File: src/rtl/core/minifloat_format_converter_macros.svh
// Assertion macros for the minifloat format converter.
// Each check is sampled on the rising clock edge and is disabled while reset is high.
`ifndef MINIFLOAT_FORMAT_CONVERTER_MACROS_SVH
`define MINIFLOAT_FORMAT_CONVERTER_MACROS_SVH

`ifndef SYNTHESIS

// The condition must hold at every sampled edge.
`define MFC_ASSERT_ALWAYS(lbl, clk, rst, cond, msg) \
  lbl: assert property (@(posedge clk) disable iff (rst) (cond)) else $error(msg);

// If the antecedent holds, the consequent must hold in the next cycle.
`define MFC_ASSERT_NEXT(lbl, clk, rst, ante, cons, msg) \
  lbl: assert property (@(posedge clk) disable iff (rst) (ante) |=> (cons)) else $error(msg);

`else

`define MFC_ASSERT_ALWAYS(lbl, clk, rst, cond, msg)
`define MFC_ASSERT_NEXT(lbl, clk, rst, ante, cons, msg)

`endif

`endif

File: src/rtl/core/mfc_pkg.sv
`timescale 1ns / 1ps

package mfc_pkg;

  // Configuration port geometry
  localparam int unsigned CFG_INDEX_W = 2;
  localparam int unsigned CFG_DATA_W  = 9;

  // Register indexes
  localparam logic [CFG_INDEX_W-1:0] CFG_SIGN_ENABLE     = 2'd0;
  localparam logic [CFG_INDEX_W-1:0] CFG_EXPONENT_WIDTH  = 2'd1;
  localparam logic [CFG_INDEX_W-1:0] CFG_MANTISSA_WIDTH  = 2'd2;
  localparam logic [CFG_INDEX_W-1:0] CFG_EXPONENT_OFFSET = 2'd3;

  // Operation codes
  localparam logic OP_ENCODE = 1'b0;
  localparam logic OP_DECODE = 1'b1;

  // Single-precision field layout
  localparam int unsigned WORD_W     = 32;
  localparam int unsigned SP_MAN_W   = 23;
  localparam int unsigned SP_EXP_W   = 8;
  localparam logic [SP_EXP_W-1:0] SP_EXP_ALL_ONES = 8'hFF;
  localparam int unsigned SP_BIAS    = 127;

  // Legal width ranges
  localparam logic [3:0] EXP_W_MIN = 4'd1;
  localparam logic [3:0] EXP_W_MAX = 4'd8;
  localparam logic [4:0] MAN_W_MIN = 5'd1;
  localparam logic [4:0] MAN_W_MAX = 5'd23;

  typedef struct packed {
    logic              sign_enable;
    logic [3:0]        exponent_width;
    logic [4:0]        mantissa_width;
    logic signed [8:0] exponent_offset;
  } cfg_t;

  // Reset gives IEEE half precision
  localparam cfg_t CFG_RESET = '{
    sign_enable:     1'b1,
    exponent_width:  4'd5,
    mantissa_width:  5'd10,
    exponent_offset: 9'sd15
  };

endpackage

File: src/rtl/core/mfc_req_if.sv
`timescale 1ns / 1ps

// Input channel: operation and word to convert
interface mfc_req_if;
  logic        valid;
  logic        ready;
  logic        op;
  logic [31:0] word_in;

  modport source (output valid, output op, output word_in, input ready);
  modport sink   (input valid, input op, input word_in, output ready);
endinterface

File: src/rtl/core/mfc_rsp_if.sv
`timescale 1ns / 1ps

// Output channel: converted word
interface mfc_rsp_if;
  logic        valid;
  logic        ready;
  logic [31:0] word_out;

  modport source (output valid, output word_out, input ready);
  modport sink   (input valid, input word_out, output ready);
endinterface

File: src/rtl/core/mfc_convert.sv
`timescale 1ns / 1ps

// Single-pass bit-field conversion between float32 and the configured minifloat
module mfc_convert (
  input  mfc_pkg::cfg_t cfg,
  input  logic          op,
  input  logic [31:0]   word_in,
  output logic [31:0]   word_out
);

  logic [3:0]         ew;
  logic [4:0]         mw;
  logic [7:0]         maxe;
  logic [4:0]         man_shift;
  logic [4:0]         sign_pos;

  logic               enc_neg;
  logic               flush;
  logic [7:0]         be;
  logic [22:0]        man;
  logic signed [10:0] e_raw;
  logic               is_normal;
  logic               kill;
  logic [7:0]         nbe;
  logic [22:0]        man_k;
  logic [22:0]        nman;
  logic               enc_sign;
  logic [31:0]        enc_word;

  logic               dec_sgn;
  logic [7:0]         dec_e;
  logic [22:0]        dec_field;
  logic [22:0]        dec_man;
  logic [8:0]         dec_e9;
  logic [31:0]        dec_word;

  // Clamp the format widths to their legal range
  always_comb begin
    if (cfg.exponent_width < mfc_pkg::EXP_W_MIN) begin
      ew = mfc_pkg::EXP_W_MIN;
    end else if (cfg.exponent_width > mfc_pkg::EXP_W_MAX) begin
      ew = mfc_pkg::EXP_W_MAX;
    end else begin
      ew = cfg.exponent_width;
    end
    if (cfg.mantissa_width < mfc_pkg::MAN_W_MIN) begin
      mw = mfc_pkg::MAN_W_MIN;
    end else if (cfg.mantissa_width > mfc_pkg::MAN_W_MAX) begin
      mw = mfc_pkg::MAN_W_MAX;
    end else begin
      mw = cfg.mantissa_width;
    end
  end

  assign maxe      = 8'((9'd1 << ew) - 9'd1);
  assign man_shift = 5'd23 - mw;
  assign sign_pos  = 5'({2'b00, ew} + {1'b0, mw});

  // Encode: rebias, saturate to infinity, flush to zero, truncate mantissa
  always_comb begin
    enc_neg  = word_in[31];
    flush    = !cfg.sign_enable && enc_neg && (word_in[30:23] != '0);
    be       = flush ? '0 : word_in[30:23];
    man      = flush ? '0 : word_in[22:0];
    enc_sign = cfg.sign_enable && enc_neg;

    e_raw = $signed({3'b000, be}) - 11'sd127
            + $signed({{2{cfg.exponent_offset[8]}}, cfg.exponent_offset});
    is_normal = (be != mfc_pkg::SP_EXP_ALL_ONES) && (be != '0);

    kill = 1'b0;
    if (is_normal) begin
      if (e_raw >= $signed({3'b000, maxe})) begin
        nbe  = maxe;
        kill = 1'b1;
      end else if (e_raw <= 11'sd0) begin
        nbe  = '0;
        kill = 1'b1;
      end else begin
        nbe = e_raw[7:0];
      end
    end else if (be == mfc_pkg::SP_EXP_ALL_ONES) begin
      nbe = maxe;
    end else begin
      nbe = '0;
    end

    man_k = kill ? '0 : man;
    nman  = man_k >> man_shift;
    // NaN whose kept payload would vanish keeps a nonzero mantissa
    if ((be == mfc_pkg::SP_EXP_ALL_ONES) && (man_k != '0) && (nman == '0)) begin
      nman = 23'd1;
    end

    enc_word = (32'(enc_sign) << sign_pos) | (32'(nbe) << mw) | 32'(nman);
  end

  // Decode: rebias exponent, left-align mantissa; bit 8 of exponent ORs into sign
  always_comb begin
    dec_sgn   = cfg.sign_enable && word_in[sign_pos];
    dec_e     = 8'(word_in >> mw) & maxe;
    dec_field = 23'(word_in & ((32'd1 << mw) - 32'd1));
    dec_man   = dec_field << man_shift;
    if (dec_e == maxe) begin
      dec_e9 = 9'(mfc_pkg::SP_EXP_ALL_ONES);
    end else if (dec_e != '0) begin
      dec_e9 = {1'b0, dec_e} - cfg.exponent_offset + 9'(mfc_pkg::SP_BIAS);
    end else begin
      dec_e9 = '0;
    end
    dec_word = {dec_e9[8] | dec_sgn, dec_e9[7:0], dec_man};
  end

  assign word_out = (op == mfc_pkg::OP_DECODE) ? dec_word : enc_word;

endmodule

File: src/rtl/core/minifloat_format_converter.sv
`timescale 1ns / 1ps

// Channel  Role    Payload                Handshake
// -------  ------  ---------------------  -----------
// req      sink    op, word_in (32 bits)  valid/ready
// rsp      source  word_out (32 bits)     valid/ready
// cfg      write   cfg_index, cfg_data    cfg_we
//
// One transaction per cycle sustained while rsp is ready; a taken request is
// held in the input register, then in the result register, from which it is
// offered on rsp.
// rst (synchronous) empties both stages and loads half-precision settings.
// A stall on rsp holds the result register; req keeps flowing into the input
// register while it is free or moves on in the same cycle.
`include "minifloat_format_converter_macros.svh"

module minifloat_format_converter (
  input  logic                              clk,
  input  logic                              rst,
  input  logic                              cfg_we,
  input  logic [mfc_pkg::CFG_INDEX_W-1:0]   cfg_index,
  input  logic [mfc_pkg::CFG_DATA_W-1:0]    cfg_data,
  mfc_req_if.sink                           req,
  mfc_rsp_if.source                         rsp
);

  mfc_pkg::cfg_t cfg;

  logic        s1_v;
  logic        s1_op;
  logic [31:0] s1_word;
  logic        r_v;
  logic [31:0] r_word;
  logic        r_load;
  logic        req_take;
  logic [31:0] conv_word;

  // Configuration registers
  always_ff @(posedge clk) begin
    if (rst) begin
      cfg <= mfc_pkg::CFG_RESET;
    end else if (cfg_we) begin
      case (cfg_index)
        mfc_pkg::CFG_SIGN_ENABLE:     cfg.sign_enable     <= cfg_data[0];
        mfc_pkg::CFG_EXPONENT_WIDTH:  cfg.exponent_width  <= cfg_data[3:0];
        mfc_pkg::CFG_MANTISSA_WIDTH:  cfg.mantissa_width  <= cfg_data[4:0];
        mfc_pkg::CFG_EXPONENT_OFFSET: cfg.exponent_offset <= $signed(cfg_data);
        default: ;
      endcase
    end
  end

  // Stage handshakes
  assign r_load    = s1_v && (!r_v || rsp.ready);
  assign req.ready = !s1_v || r_load;
  assign req_take  = req.valid && req.ready;

  // Input register
  always_ff @(posedge clk) begin
    if (rst) begin
      s1_v <= 1'b0;
    end else if (req_take) begin
      s1_v <= 1'b1;
    end else if (r_load) begin
      s1_v <= 1'b0;
    end
  end

  always_ff @(posedge clk) begin
    if (req_take) begin
      s1_op   <= req.op;
      s1_word <= req.word_in;
    end
  end

  mfc_convert u_convert (
    .cfg      (cfg),
    .op       (s1_op),
    .word_in  (s1_word),
    .word_out (conv_word)
  );

  // Result register
  always_ff @(posedge clk) begin
    if (rst) begin
      r_v <= 1'b0;
    end else if (r_load) begin
      r_v <= 1'b1;
    end else if (rsp.ready) begin
      r_v <= 1'b0;
    end
  end

  always_ff @(posedge clk) begin
    if (r_load) begin
      r_word <= conv_word;
    end
  end

  assign rsp.valid    = r_v;
  assign rsp.word_out = r_word;

  // Checks
  `MFC_ASSERT_NEXT(a_stage_moves, clk, rst, s1_v && r_load, r_v, "converted word was lost")
  `MFC_ASSERT_NEXT(a_result_holds, clk, rst, r_v && !rsp.ready,
                   r_v && $stable(r_word), "stalled result changed")
  `MFC_ASSERT_ALWAYS(a_cfg_reset, clk, rst, !$past(rst) || (cfg == mfc_pkg::CFG_RESET),
                     "config not at reset values")

endmodule

File: src/flat_wrapper.sv
// flat-port wrapper written by rule: the top's interface ports become plain ports
module minifloat_format_converter_flat 
  (clk, rst, cfg_we, cfg_index, cfg_data, req_valid, req_op, req_word_in, req_ready, rsp_valid, rsp_word_out, rsp_ready);
  mfc_req_if req_i ();
  mfc_rsp_if rsp_i ();
  input  logic clk;
  input  logic rst;
  input  logic cfg_we;
  input  logic [mfc_pkg::CFG_INDEX_W-1:0] cfg_index;
  input  logic [mfc_pkg::CFG_DATA_W-1:0] cfg_data;
  input wire logic [$bits(req_i.valid)-1:0] req_valid;
  input wire logic [$bits(req_i.op)-1:0] req_op;
  input wire logic [$bits(req_i.word_in)-1:0] req_word_in;
  output wire logic [$bits(req_i.ready)-1:0] req_ready;
  output wire logic [$bits(rsp_i.valid)-1:0] rsp_valid;
  output wire logic [$bits(rsp_i.word_out)-1:0] rsp_word_out;
  input wire logic [$bits(rsp_i.ready)-1:0] rsp_ready;
  assign req_i.valid = req_valid;
  assign req_i.op = req_op;
  assign req_i.word_in = req_word_in;
  assign req_ready = req_i.ready;
  assign rsp_valid = rsp_i.valid;
  assign rsp_word_out = rsp_i.word_out;
  assign rsp_i.ready = rsp_ready;
  minifloat_format_converter u_core (.clk(clk), .rst(rst), .cfg_we(cfg_we), .cfg_index(cfg_index), .cfg_data(cfg_data), .req(req_i), .rsp(rsp_i));
endmodule
File: config.mk
export PLATFORM = sky130hd
export DESIGN_NAME = minifloat_format_converter_flat
export DESIGN_NICKNAME = d
export VERILOG_FILES = /design/src/rtl/core/mfc_pkg.sv /design/src/rtl/core/mfc_req_if.sv /design/src/rtl/core/mfc_rsp_if.sv /design/src/rtl/core/mfc_convert.sv /design/src/rtl/core/minifloat_format_converter.sv /design/src/flat_wrapper.sv
export VERILOG_INCLUDE_DIRS = /design/src /design/src/rtl/core
export SDC_FILE = /design/constraint.sdc
export NUM_CORES = 1
export LEC_CHECK = 0
export BUFFER_PORTS_ARGS = -buffer_cell sky130_fd_sc_hd__buf_4
export CAP_MARGIN = 15
export CORE_ASPECT_RATIO = 1.4
export CORE_MARGIN = 2
export CORE_UTILIZATION = 25
export CTS_BUF_LIST = sky130_fd_sc_hd__clkbuf_4
export DETAILED_ROUTE_END_ITERATION = 6
export PLACE_DENSITY = 0.47
export SETUP_SLACK_MARGIN = 0.3
export SLEW_MARGIN = 0
export SYNTH_ARGS = -nofsm -noshare
export SYNTH_HDL_FRONTEND = slang
export SYNTH_SLANG_ARGS = --single-unit
File: constraint.sdc
create_clock -name clk -period 6.3 [get_ports clk]
set_input_delay 1.26 -clock clk [delete_from_list [all_inputs] [get_ports clk]]
set_output_delay 1.26 -clock clk [all_outputs]
set_load 0.05 [all_outputs]
==> flow_summary_export.csv <==
group,metric,value,unit
cells_and_area,filler_cell_count,4508,
logic_synthesis,synthTopCellsByArea,"edfxtp_1, mux2i_1, mux4_2, ha_1, nand2_1",
timing,slew_viol_final,0,
placement,dp_hpwl,35900,µm
clock_tree,h-tree-depth,3,
power,p_per_area,190,nW/µm²
critical_path,worst-path-max-fanout,7,
min_path,hold_path_class,"reg2reg",
timing,worstMarginPinSlew,1.05,ns
placement,portBuffers,82,
power,leakage,4.60,nW
die,start_util,0.253,
cells_and_area,nets,1420,
critical_path,crit_path_end_kind,"flop",
cells_and_area,layout-drive-gt1-share,0.189,
clock_tree,cts_sinks,86,
clock_tree,insertion_delay,0.58,ns
critical_path,worstRegToRegCells,23,
critical_path,reg2reg_from,"u_core.s1_word[31]",
cells_and_area,area_growth,13.8,%
timing,period_needed,5.69,ns
min_path,hold_depth,2,
routing,wire_per_inst,25.7,µm
routing,drc,0,
grt,antenna_found_initial,2,
power,ir_drop,0.0765,mV
routing,firstDrtPassIters,5,
logic_synthesis,netlist.area_leader.share,0.183,
critical_path,required,6.62,ns
logic_synthesis,ys.flop_type,"edfxtp_1",
timing,finalSetupViolCount,0,
logic_synthesis,syn-instance-count,1305,
clock_tree,cts_tree,"built",
placement,place_congestion,0.910,
timing,finalSetupTns,0,ns
run,maxCapViolCount,0,
logic_synthesis,synthArstFlopShare,0,
timing,rsz0062_at_grt,"yes",
timing,maxSlewHeadroom,0.298,
die,die_area,44500,µm²
die,die_y,249,µm
grt,grt_overflow,0,
die,fp.coreArea,42200,µm²
critical_path,worstReg2RegEnd,"u_core.rsp.word_out[24]",
grt,grt_pass1_vias,10700,
critical_path,critical_path_class,"reg2reg",
die,dieWidth,179,µm
logic_synthesis,syn_area_per_cell,8.19,µm²
run_status,status,"finished clean",
grt,grt_pass1_wl,71500,µm
clock_tree,cts_buffer_depth,2,
timing,fin_crit_sh,0.904,
logic_synthesis,synth-edff-count,65,
clock_tree,cts_buffers,9,
logic_synthesis,syn_area,10700,µm²
critical_path,crit_end,"u_core.rsp.word_out[24]",
routing,num_vias,11100,
clock_tree,clkTransAtPathRegs,0.17,ns
logic_synthesis,synth_seq_cells,86,
die,row_count,89,
timing,clock_skew,0.0236,ns
routing,drt_wl_total,48300,µm
logic_synthesis,yosysTopAreaCell,"edfxtp_1",
routing,via_per_inst,5.91,
critical_path,startpoint,"u_core.s1_word[31]",
timing,timing.final.hold_violations,0,
critical_path,ff2ff_setup_slack,0.61,ns
critical_path,cp-start-kind,"flop",
timing,fmax,176,MHz
routing,postRouteAntennaNets,0,
die,ios,83,
grt,grt_usage,0.215,
logic_synthesis,synth_seq_area_share,0.222,
grt,grt_max_degree,51,
routing,drt_iter0_drc,1292,
logic_synthesis,ys_types,98,
logic_synthesis,ys_warn_count,0,
clock_tree,root_buffer,"clkbuf_4",
cells_and_area,final_core_util,0.288,
critical_path,crit_arrival,6.01,ns
## sequential cells by signal, summed over array words and instances, names as in the netlist
signal and flops:
u_core.rsp.word_out 32, u_core.s1_word 32, u_core.cfg 19, u_core.rsp.valid 1, u_core.s1_op 1, u_core.s1_v 1
## layout make-up
class,count,area [µm²],area share
clock inverters,7,126,0.0104
repair buffers,129,981,0.0806
clock buffers,9,67.6,0.00555
inverters,41,159,0.0131
well taps,546,683,0.0561
diodes,2,5.00,0.000411
flip-flops and latches,86,2370,0.195
multi-input cells,1059,7770,0.639
## placed cells by master, fill, tap and decap left out, types with 12 or more instances in the layout
| cell type | instances |
|---|---|
| ha_1 | 42 |
| o21a_1 | 16 |
| mux2_2 | 16 |
| a21oi_1 | 88 |
| o21ai_0 | 70 |
| nand2_1 | 136 |
| xnor2_1 | 13 |
| nand3_1 | 36 |
| a31oi_1 | 19 |
| nand2b_1 | 12 |
| a211oi_1 | 13 |
| o211ai_1 | 16 |
| nor2_1 | 130 |
| a221oi_1 | 16 |
| mux4_2 | 35 |
| nor2b_1 | 13 |
| edfxtp_1 | 65 |
| dfxtp_1 | 19 |
| buf_4 | 128 |
| inv_1 | 37 |
| mux2i_1 | 103 |
| and2_1 | 15 |
| o22ai_1 | 21 |
| nor3_1 | 19 |
## critical path: stages (launching register included)
cell and delay, ns:
edfxtp_1 0.46, nand2b_2 0.15, nand2_1 0.11, inv_1 0.08, ha_1 0.21, nand3_1 0.11, xor2_1 0.16, nor2_1 0.08
ha_1 0.35, o21ai_1 0.11, o2111a_1 0.25, a211oi_1 0.34, inv_1 0.12, ha_1 0.33, o21a_1 0.24, a221oi_4 0.43
a22oi_1 0.21, a211oi_4 0.31, buf_12 0.16, o32ai_4 0.12, o32ai_2 0.37, nor2_1 0.15, a221oi_1 0.42, a22oi_1 0.14
## logic make-up after synthesis
| logic type | count (synthesis) | synth area share |
|---|---|---|
| other cells | 1 | 0.000351 |
| flops | 86 | 0.222 |
| simple gates | 430 | 0.188 |
| compound gates | 405 | 0.263 |
| xor+xnor | 21 | 0.0172 |
| buf+inv | 162 | 0.0673 |
| mux | 155 | 0.188 |
| fa+ha+maj | 45 | 0.0548 |
## per-layer routing
layer  global-route usage  vias to the layer above  share of wire
li1                     -                     4976              -
met1                0.274                     5411           0.40
met2                0.347                      594           0.47
met3               0.0336                      125          0.072
met4                0.108                        0          0.053
met5                    0                        -              0
## cell usage after synthesis (14+ instances only)
| cell | number |
|---|---|
| and2_1 | 15 |
| dfxtp_1 | 21 |
| o211ai_1 | 16 |
| clkbuf_1 | 68 |
| nor3_1 | 19 |
| o22ai_1 | 22 |
| buf_2 | 30 |
| nand2_1 | 136 |
| o21ai_0 | 71 |
| nor2_1 | 130 |
| mux2i_1 | 104 |
| ha_1 | 42 |
| mux2_2 | 16 |
| o21a_1 | 16 |
| edfxtp_1 | 65 |
| inv_1 | 37 |
| mux4_2 | 35 |
| a221oi_1 | 17 |
| a21oi_1 | 90 |
| a211oi_1 | 15 |
| nand3_1 | 36 |
| nor2b_1 | 14 |
| a31oi_1 | 20 |
## repair_timing
| action | CTS | global route |
|---|---|---|
| pin swaps | 1 | 4 |
| hold buffers | 0 | 0 |
| setup endpoints to repair | 7 | 30 |
| setup buffers | 0 | 5 |
| gates resized for setup | 5 | 20 |
## report_power, final
part | total [W] | leakage [nW] | switching [W] | internal [W]
clock | 0.000449 | 0.0991 | 0.000244 | 0.000205
sequential | 0.000713 | 0.798 | 0.0000592 | 0.000654
combinational | 0.00115 | 3.71 | 0.000721 | 0.000427
## worst min path at each step
stage | end | from
after detailed placement | u_core.cfg[7] | u_core.cfg[7]
after global placement | u_core.cfg[7] | u_core.cfg[7]
after global routing | u_core.cfg[6] | u_core.cfg[6]
final | u_core.cfg[5] | u_core.cfg[5]
after floorplan | u_core.cfg[5] | u_core.cfg[5]
after CTS | u_core.cfg[7] | u_core.cfg[7]
## metrics by stage
stage          hold WS [ns]  instance area, µm²  cells  setup WS, ns  power, W
2_1_floorplan         0.453               10700   1307          1.24   0.00144
3_3_place_gp          0.492               11800   1856         0.357   0.00179
3_5_place_dp          0.500               11800   1856         0.177   0.00179
4_1_cts               0.520               12000   1872         0.289   0.00226
5_1_grt               0.537               12200   1879         0.195   0.00242
6_report              0.510               12200   1879         0.606   0.00231
No activity file was read; power rests on OpenSTA's default activity.
